**src/hdl/video_adc_pll_setting_calc_assert.svh**
```systemverilog
// Assertion macros for the video ADC PLL setting calculator.
// Needs i_clk and i_rst_n in the scope of the including module.
`ifndef VIDEO_ADC_PLL_SETTING_CALC_ASSERT_SVH
`define VIDEO_ADC_PLL_SETTING_CALC_ASSERT_SVH

// Antecedent implies consequent in the same cycle (consequent may carry ##n).
`define VAPLL_ASSERT_IMPL(label, ante, cons) \
    label: assert property (@(posedge i_clk) disable iff (!i_rst_n) \
        (ante) |-> (cons)) else $error("vapll assertion failed");

// Antecedent implies consequent in the next cycle.
`define VAPLL_ASSERT_NEXT(label, ante, cons) \
    label: assert property (@(posedge i_clk) disable iff (!i_rst_n) \
        (ante) |=> (cons)) else $error("vapll assertion failed");

`endif

```
**src/hdl/vapll_pkg.sv**
```systemverilog
// Types and constants for the video ADC PLL setting calculator.
// No dependencies.
`default_nettype none

package vapll_pkg;

    typedef struct packed {
        logic [11:0] pixels_per_line;
        logic [11:0] lines_per_frame;
        logic [7:0]  vertical_rate_hz;
        logic        interlaced;
    } t_timing_item;

    typedef struct packed {
        logic [1:0] vco_band;
        logic [2:0] pump_current_code;
    } t_pll_result;

    localparam int LR_W   = 20;   // line rate
    localparam int PIX_W  = 32;   // pixel rate
    localparam int LR2_W  = 40;   // line rate squared
    localparam int A_W    = 54;   // line rate^2 * pixels * postdiv
    localparam int HALF_W = 27;   // A split for the ratio multiply
    localparam int KQ_W   = 38;   // significant bits of the Q64 ratio
    localparam int PP_W   = HALF_W + KQ_W;
    localparam int SUM_W  = A_W + KQ_W + 1;
    localparam int H_W    = SUM_W - 64;
    localparam int THR_W  = 18;
    localparam int NUM_BINS_LIM = 7;

    localparam logic [PIX_W-1:0] LIM_LOW  = 32'd42000000;
    localparam logic [PIX_W-1:0] LIM_MID  = 32'd84000000;
    localparam logic [PIX_W-1:0] LIM_HIGH = 32'd140000000;

    localparam logic [1:0] BAND_LOW  = 2'd0;
    localparam logic [1:0] BAND_MID  = 2'd1;
    localparam logic [1:0] BAND_HIGH = 2'd2;
    localparam logic [1:0] BAND_TOP  = 2'd3;

    // floor((6.28/15.5)^2 / 12195122 * 2^64) = floor(49298 * 2^64 / 3662347575625)
    localparam logic [127:0] KQ_FULL = (128'd49298 << 64) / 128'd3662347575625;
    localparam logic [KQ_W-1:0] KQ = KQ_FULL[KQ_W-1:0];

    // Pump bin threshold times VCO gain (150, or 180 in the top band).
    function automatic logic [THR_W-1:0] pump_threshold(input logic [2:0] idx,
                                                        input logic gain_hi);
        logic [10:0] lim;
        logic [7:0]  gain;
        begin
            case (idx)
                3'd0:    lim = 11'd75;
                3'd1:    lim = 11'd125;
                3'd2:    lim = 11'd200;
                3'd3:    lim = 11'd300;
                3'd4:    lim = 11'd425;
                3'd5:    lim = 11'd625;
                default: lim = 11'd1125;
            endcase
            gain = gain_hi ? 8'd180 : 8'd150;
            return THR_W'(lim * gain);
        end
    endfunction

endpackage

`default_nettype wire

```
**src/hdl/video_adc_pll_setting_calc.sv**
```systemverilog
// Video ADC PLL setting calculator: six-stage pipeline from timing item to
// VCO band and charge pump bin. Uses vapll_pkg and the assertion macro header.
//
//  channel  | ports                       | transfer when
//  ---------+-----------------------------+------------------------
//  command  | start, busy, i_item         | start && !busy
//  result   | o_strobe, o_result          | o_strobe (one cycle)
//
// The result comes from the stage 6 output register while o_strobe is high;
// one item can be accepted on every edge while busy is low. The
// depth is set by the multiplier chain: line rate, then squared line rate and
// pixel rate, then times pixels, then the Q64 ratio product in two 27x38
// halves, then the recombining add, then the bin compares.
// busy is high only while reset is held; the result side cannot stall, so
// nothing backs up. Synchronous active-low reset clears the valid bits only.
`default_nettype none

`include "video_adc_pll_setting_calc_assert.svh"

module video_adc_pll_setting_calc (
    input  wire                     i_clk,
    input  wire                     i_rst_n,
    input  wire                     start,
    output logic                    busy,
    input  vapll_pkg::t_timing_item i_item,
    output logic                    o_strobe,
    output vapll_pkg::t_pll_result  o_result
);

    logic [5:0] r_vld;
    logic [5:0] n_vld;
    logic       w_accept;

    // stage 1: line rate
    logic [vapll_pkg::LR_W-1:0]  r1_lr,   n1_lr;
    logic [11:0]                 r1_htot;
    // stage 2: pixel rate and squared line rate
    logic [vapll_pkg::PIX_W-1:0] r2_pix,  n2_pix;
    logic [vapll_pkg::LR2_W-1:0] r2_lr2,  n2_lr2;
    logic [11:0]                 r2_htot;
    // stage 3: band select, postdiv-scaled estimate numerator
    logic [vapll_pkg::A_W-1:0]   r3_a,    n3_a;
    logic [1:0]                  r3_band, n3_band;
    logic [vapll_pkg::A_W-3:0]   w3_b;
    // stage 4: ratio partial products
    logic [vapll_pkg::PP_W-1:0]  r4_plo,  n4_plo;
    logic [vapll_pkg::PP_W-1:0]  r4_phi,  n4_phi;
    logic [1:0]                  r4_band;
    // stage 5: scaled estimate
    logic [vapll_pkg::SUM_W-1:0] w5_sum;
    logic [vapll_pkg::H_W-1:0]   r5_h,    n5_h;
    logic [1:0]                  r5_band;
    // stage 6: output register
    logic [2:0]                  n6_code;
    vapll_pkg::t_pll_result      r6_res;

    // hold off commands while reset is applied
    assign busy     = !i_rst_n;
    assign w_accept = start && !busy;
    assign n_vld    = {r_vld[4:0], w_accept};

    // advance valid bits
    always_ff @(posedge i_clk) begin
        if (!i_rst_n) begin
            r_vld <= '0;
        end else begin
            r_vld <= n_vld;
        end
    end

    // stage 1: vrate * vtot, drop the low bit when interlaced
    always_comb begin
        n1_lr = vapll_pkg::LR_W'(i_item.vertical_rate_hz * i_item.lines_per_frame);
        if (i_item.interlaced) begin
            n1_lr = n1_lr >> 1;
        end
    end

    // stage 2: two independent multiplies
    always_comb begin
        n2_pix = vapll_pkg::PIX_W'(r1_lr * r1_htot);
        n2_lr2 = vapll_pkg::LR2_W'(r1_lr * r1_lr);
    end

    // stage 3: pick the band from the pixel rate; postdiv 4/2/1 is a shift
    always_comb begin
        w3_b = (vapll_pkg::A_W - 2)'(r2_lr2 * r2_htot);
        if (r2_pix < vapll_pkg::LIM_LOW) begin
            n3_band = vapll_pkg::BAND_LOW;
            n3_a    = {w3_b, 2'b00};
        end else if (r2_pix < vapll_pkg::LIM_MID) begin
            n3_band = vapll_pkg::BAND_MID;
            n3_a    = {1'b0, w3_b, 1'b0};
        end else if (r2_pix < vapll_pkg::LIM_HIGH) begin
            n3_band = vapll_pkg::BAND_HIGH;
            n3_a    = {2'b00, w3_b};
        end else begin
            n3_band = vapll_pkg::BAND_TOP;
            n3_a    = {2'b00, w3_b};
        end
    end

    // stage 4: A * KQ split into two halves of A
    always_comb begin
        n4_plo = vapll_pkg::PP_W'(r3_a[vapll_pkg::HALF_W-1:0] * vapll_pkg::KQ);
        n4_phi = vapll_pkg::PP_W'(r3_a[vapll_pkg::A_W-1:vapll_pkg::HALF_W]
                                  * vapll_pkg::KQ);
    end

    // stage 5: recombine and keep the bits above 2^64
    always_comb begin
        w5_sum = {1'b0, r4_phi, {vapll_pkg::HALF_W{1'b0}}}
               + {{(vapll_pkg::SUM_W - vapll_pkg::PP_W){1'b0}}, r4_plo};
        n5_h   = w5_sum[vapll_pkg::SUM_W-1:64];
    end

    // stage 6: thresholds rise, so the last one passed gives the bin
    always_comb begin
        n6_code = 3'd0;
        for (int i = 0; i < vapll_pkg::NUM_BINS_LIM; i++) begin
            if (r5_h >= vapll_pkg::H_W'(vapll_pkg::pump_threshold(3'(i),
                    r5_band == vapll_pkg::BAND_TOP))) begin
                n6_code = 3'(i + 1);
            end
        end
    end

    // payload registers: no reset, qualified by the valid bits
    always_ff @(posedge i_clk) begin
        r1_lr                   <= n1_lr;
        r1_htot                 <= i_item.pixels_per_line;
        r2_pix                  <= n2_pix;
        r2_lr2                  <= n2_lr2;
        r2_htot                 <= r1_htot;
        r3_a                    <= n3_a;
        r3_band                 <= n3_band;
        r4_plo                  <= n4_plo;
        r4_phi                  <= n4_phi;
        r4_band                 <= r3_band;
        r5_h                    <= n5_h;
        r5_band                 <= r4_band;
        r6_res.vco_band          <= r5_band;
        r6_res.pump_current_code <= n6_code;
    end

    assign o_strobe = r_vld[5];
    assign o_result = r6_res;

    // every transfer is followed by its result strobe
    `VAPLL_ASSERT_IMPL(a_latency, w_accept, ##6 o_strobe)
    // a zero estimate lands in the lowest pump bin
    `VAPLL_ASSERT_NEXT(a_zero_bin, r_vld[4] && (r5_h == '0),
        o_result.pump_current_code == 3'd0)
    // a pixel rate at or above the high limit always gives the top band
    `VAPLL_ASSERT_NEXT(a_top_band, r_vld[1] && (r2_pix >= vapll_pkg::LIM_HIGH),
        r3_band == vapll_pkg::BAND_TOP)

endmodule

`default_nettype wire

```
**config.mk**
```make
export PLATFORM = sky130hd
export DESIGN_NAME = video_adc_pll_setting_calc
export DESIGN_NICKNAME = d
export VERILOG_FILES = /design/src/hdl/vapll_pkg.sv /design/src/hdl/video_adc_pll_setting_calc.sv
export VERILOG_INCLUDE_DIRS = /design/src /design/src/hdl
export SDC_FILE = /design/constraint.sdc
export NUM_CORES = 2
export LEC_CHECK = 0
export BUFFER_PORTS_ARGS = -buffer_cell sky130_fd_sc_hd__buf_2
export CAP_MARGIN = 10
export CORE_MARGIN = 5
export CORE_UTILIZATION = 38
export CTS_CLUSTER_SIZE = 12
export DETAILED_ROUTE_END_ITERATION = 10
export GPL_ROUTABILITY_DRIVEN = 0
export PLACE_DENSITY = 0.54
export RECOVER_POWER = 100
export SLEW_MARGIN = 20
export SYNTH_ARGS = -nofsm -noshare
export SYNTH_HDL_FRONTEND = slang
export SYNTH_SLANG_ARGS = --single-unit
```
**constraint.sdc**
```tcl
create_clock -name i_clk -period 10.2 [get_ports i_clk]
set_clock_uncertainty 0.15 [all_clocks]
set_input_delay 0.51 -clock i_clk [delete_from_list [all_inputs] [get_ports i_clk]]
set_output_delay 0.51 -clock i_clk [all_outputs]
set_load 0.01 [all_outputs]
```
; ---- Yosys cells after proc, flatten, opt, wreduce, memory -nomap -nowiden
; Index checks and enable logic that the tools add are counted.
[totals]
ff_bits = 346
latchBits = 0
mem_bits_rw = 0
romBits = 0
input_bits = 36
output_inout_bits = 7
memories = 0
[op_classes]
addsub = 1
mul = 13
n_div = 0
magnitude_cmp = 10
eq_ne = 1
shift = 0
muxes = 12
bitwise = 0
reduce_logical = 5
[ops]
columns = cell, n
row1 = multiplier 27 x 38 -> 65 bit (second input constant), 2
row2 = adder 92 x 65 -> 93 bit, 1
row3 = greater-or-equal comparator 29 x 15 -> 1 bit, 2
row4 = greater-or-equal comparator 29 x 17 -> 1 bit, 2
row5 = greater-or-equal comparator 29 x 18 -> 1 bit, 2
row6 = two-way mux 54 bit, 1
row7 = two-way mux 53 bit, 1
row8 = multiplier 40 x 12 -> 52 bit, 1
row9 = multiplier 7 x 8 -> 15 bit (first input constant), 3
row10 = multiplier 20 x 20 -> 40 bit, 1
row11 = less-than comparator 32 x 26 -> 1 bit (second input constant), 1
row12 = less-than comparator 32 x 27 -> 1 bit (second input constant), 1
row13 = less-than comparator 32 x 28 -> 1 bit (second input constant), 1
row14 = multiplier 20 x 12 -> 32 bit, 1
row15 = greater-or-equal comparator 29 x 16 -> 1 bit, 1
row16 = multiplier 8 x 12 -> 20 bit, 1
row17 = two-way mux 19 bit, 1
row18 = multiplier 10 x 8 -> 18 bit (first input constant), 1
row19 = multiplier 11 x 8 -> 18 bit (first input constant), 1
row20 = multiplier 9 x 8 -> 17 bit (first input constant), 1
row21 = multiplier 5 x 8 -> 13 bit (first input constant), 1
row22 = two-way mux 3 bit, 2
row23 = two-way mux 6 bit, 1
row24 = two-way mux 1 bit, 4
row25 = other kinds (6), 8

; ---- Logic depth before layout (Yosys ltp)
[depth]
word_depth = 10
ltp_mapped = 28
depth_no_buf = 27

; ---- Worst setup path after synthesis
; OpenSTA, ideal clock, no wires.
[synth_path]
path_type = register -> register
start = register r1_lr[10] (netlist name)
end = register r2_lr2[39] (netlist name)
setup_time_ps = 120
arrival_time_ps = 6998
t_required_ps = 9930
path_slack_ps = 2932
path_stages_with_launch = 28
path_buffers = 2
path_cell_list = dfxtp_1 clkbuf_1 clkbuf_1 nand2_1 fa_1 inv_1 fa_1 inv_1 fa_1 inv_1 fa_1 inv_1 fa_1 inv_1 fa_1 inv_1 fa_1 inv_1 ha_1 and3_1 nand2b_1 a221oi_2 o21ai_1 a31o_2 a311oi_1 o21ai_0 a21oi_1 xnor2_1
[synth_via]
elab_chain_len = 1
[synth_rtl]
columns = element, line
row1 = "start, declared", video_adc_pll_setting_calc.sv:35  ; logic [vapll_pkg::LR_W-1:0] r1_lr, n1_lr;
row2 = "start signal, assigned", video_adc_pll_setting_calc.sv:130  ; r1_lr <= n1_lr;
row3 = multiplier 20 x 20 -> 40 bit, video_adc_pll_setting_calc.sv:82  ; n2_lr2 = vapll_pkg::LR2_W'(r1_lr * r1_lr);
row4 = net n2_lr2 (one bit), video_adc_pll_setting_calc.sv:39  ; logic [vapll_pkg::LR2_W-1:0] r2_lr2, n2_lr2;
row5 = "end signal, assigned", video_adc_pll_setting_calc.sv:133  ; r2_lr2 <= n2_lr2;
row6 = "end, declared", video_adc_pll_setting_calc.sv:39
; The timed path passes the listed nets, and every way through them passes these cells.
; A chain may end at the register's enable or synchronous reset.

; ---- Worst setup path after layout
[layout_path]
start = register r1_lr[7] (netlist name)
end = register r2_lr2[36] (netlist name)
; Same word-level chain as after synthesis.

==> results.py <==
metrics = {
    "critical_path": {
        "r2r_end": "r2_lr2[36]",
        "end_kind": "flop",
        "crit_type": "reg -> reg",
        "reg2reg_depth": 26,
        "r2r_slack_ns": 1.70,
        "r2r-start": "r1_lr[7]",
        "worstPathMaxFanout": 19,
        "cp-start-kind": "flop",
        "cp_data_required_time_ns": 10.63,
        "cp.arrival_ns": 8.94,
    },
    "global_route": {
        "grt_util_met3": 0.01856,
        "grt_pass1_vias": 57670,
        "antenna_found_initial": 1,
        "use_met2": 0.3327,
        "gr-max-usage-layer": "met2",
        "met1_usage": 0.2483,
        "grt_usage": 0.1895,
        "grt_overflow_total": 0,
        "grt_pass1_wl_um": 310100,
        "grt_max_degree": 42,
    },
    "timing": {
        "setup_viol": 0,
        "period_needed_ns": 8.503,
        "rsz0062_at_grt": "false",
        "post-route-period-util": 0.8336,
        "relSlewSlack": -0.2264,
        "slew_violations": 42,
        "max_freq_mhz": 117.6,
        "setup_tns_ns": 0,
        "finalHoldViolations": 0,
        "tightestPinTransition_ns": 1.840,
    },
    "min_path": {
        "hold_end": "r1_lr[19]",
        "whs_path_depth": 2,
        "hold_class": "in -> reg",
        "hp-start": "i_item[0]",
    },
    "floorplan": {
        "pin_count": 43,
        "die_area_um2": 204500,
        "row_count": 162,
        "die_y_um": 452.2,
        "start_util": 0.3815,
        "dieWidth_um": 452.2,
        "core_um2": 194800,
    },
    "route": {
        "vias": 52520,
        "vias_per_cell": 4.922,
        "finalWirelength_um": 188300,
        "drt_iter0_drc": 2386,
        "ant_nets": 0,
        "drc": 0,
        "drtPass1Iterations": 6,
        "wl_per_cell_um": 17.65,
    },
    "synth": {
        "yosysSeqAreaShare": 0.08378,
        "syn_inst": 8108,
        "yosys-top-cells-count": "inv_1, fa_1, ha_1",
        "yosysTopAreaCell": "fa_1",
        "syn_avg_cell_area_um2": 9.165,
        "ys.flop_type": "dfxtp_1",
        "async_reset_ff_frac": 0,
        "ys_seq_elements": 311,
        "synth.most_common_cell": "inv_1",
        "synth.cell_area_um2": 74310,
        "synth_edf_count": 0,
        "synth_cell_type_count": 89,
        "synthTopCellsByArea": "fa_1, ha_1, inv_1",
        "synth_top_area_frac": 0.3850,
        "yosysWarnings": 0,
    },
    "flow_run": {
        "maxCapViolCount": 1,
    },
    "cts": {
        "clock_path_buffers": 3,
        "clock_latency_ns": 0.65,
        "numCtsBuffers": 44,
        "cts_tree": "yes",
        "h-tree-depth": 2,
        "cts-root-buf": "clkbuf_16",
        "path_clk_slew_ns": 0.06,
        "cts.repair.resized": 0,
        "clock-sinks": 311,
    },
    "placement": {
        "portBuffers": 42,
        "dp_hpwl_um": 158200,
    },
    "final_layout": {
        "nFillCells": 19510,
        "drive_above_1_share": 0.02436,
        "syn2layout_area_growth_pct": 5.984,
        "final_nets": 10630,
    },
    "run_status": {
        "failed_checks": "max-capacitance violations, max-slew violations",
        "outcome": "finished, violations left",
    },
}
[layout make-up]
class,count,area (µm²),share of cell area
clock buffers,53,1205,0.01530
well taps,2624,3283,0.04169
repair buffers,111,719.4,0.009135
flip-flops and latches,311,6226,0.07905
inverters,2064,7747,0.09837
diodes,1,2.502,0.00003177
multi-input cells,5480,59300,0.7529
clock inverters,26,274.0,0.003479
[cell usage in the layout, fill, tap and decap left out, types with 11 or more instances in the layout]
master         Yosys  routed
o31ai_1           14      15
nand2b_1          27      27
nor2b_1           37      37
clkbuf_16          0      44
buf_4              3      45
or3_1             19      20
a22oi_1           21      21
fa_1            1429    1429
and2_1           336     320
a41oi_1           12      12
ha_1            1156    1156
and2_0             1      17
a211oi_1          18      19
a21o_1           119     119
clkbuf_1         241      21
o21ai_0          164     167
and3_1            27      27
nand4_1           57      57
o221ai_1          12      12
a21boi_0          10      11
dlygate4sd3_1      0      15
xor2_1            94      94
dfxtp_1          311     311
nor3_1            41      41
nand3_1           55      55
inv_1           2063    2063
or2_2             14      14
o21a_1            33      33
xnor2_1          167     167
o211ai_1          18      18
a31oi_1           27      28
o21bai_1          35      36
nand2_1          889     889
nor4_1            15      15
buf_2              4      31
a21oi_1          275     275
nor2_1           184     183
[how the worst max path moves through the flow]
stage,slack [ns],end,from
finish,1.70,r2_lr2[36],r1_lr[7]
global route,1.25,r2_lr2[39],r1_lr[7]
CTS,2.32,r2_lr2[36],r1_lr[7]
detailed placement,2.32,r2_lr2[36],r1_lr[7]
global placement,2.42,r2_lr2[36],r1_lr[7]
floorplan,2.93,r2_lr2[39],r1_lr[10]
[sequential cells by signal (all words and copies together) (netlist names)]
register  cells
r1_htot      12
r4_band       2
r_vld         6
r5_band       2
r1_lr        20
r2_pix       25
r4_phi       65
r2_htot      12
r2_lr2       39
r3_a         54
r5_h         29
r3_band       2
r4_plo       38
o_result      5
[worst max-delay path, stage by stage, from the launching register on]
cell      delay [ns]
dfxtp_1         0.73
clkbuf_1        0.84
nand2_1         0.28
xor2_1          0.22
ha_1            0.19
a31o_2          0.23
fa_1            0.54
inv_1           0.05
fa_1            0.50
inv_1           0.05
fa_1            0.52
fa_1            0.44
fa_1            0.55
inv_1           0.06
fa_1            0.52
inv_1           0.04
ha_1            0.36
and4_1          0.22
nor2b_1         0.14
a211oi_1        0.21
nand2_1         0.18
a32oi_1         0.30
a21oi_1         0.15
nand2_1         0.09
nand2_1         0.12
or4b_2          0.63
nand4b_1        0.11
[through the flow]
stage / hold WS, ns / instances / cell area [µm²] / utilization / setup slack, ns
final: 0.07157 / 10670 / 78760 / 0.4043 / 1.697
after global routing: 0.05096 / 10670 / 78750 / 0.4043 / 1.245
after CTS: 0.007474 / 10670 / 78880 / 0.4049 / 2.315
after detailed placement: 0.1679 / 10580 / 77250 / 0.3966 / 2.320
after global placement: 0.1754 / 10580 / 77250 / 0.3966 / 2.418
after floorplan: 0.1596 / 8113 / 74330 / - / 2.932
[cells by family (layout without fill, tap and decap cells)]
| group | count (synthesis) | count (layout) | synth area share |
|---|---|---|---|
| DFF | 311 | 311 | 0.08378 |
| muxes | 14 | 14 | 0.002071 |
| and+or+nand+nor | 1747 | 1747 | 0.1108 |
| AOI/OAI and AO/OA | 866 | 866 | 0.07531 |
| adders and majority gates | 2585 | 2585 | 0.5796 |
| xor gates and xnor gates | 261 | 261 | 0.03076 |
| buffers and inverters | 2322 | 2254 | 0.1175 |
| other | 2 | 8 | 0.0001011 |
[layer usage]
metal	part of all wire	vias to the layer above
met5	0	-
met4	0.031	0
met3	0.038	231
met2	0.49	1014
met1	0.44	26630
li1	-	24650
[what timing repair did]
item	4_1_cts	5_1_grt
hold endpoints to repair	18	0
buffers inserted	0	0
hold buffers	15	0
setup endpoints to repair	0	0
Power is not shown: default switching activity piles up to over one toggle a cycle in this logic, so the estimate is an artifact.
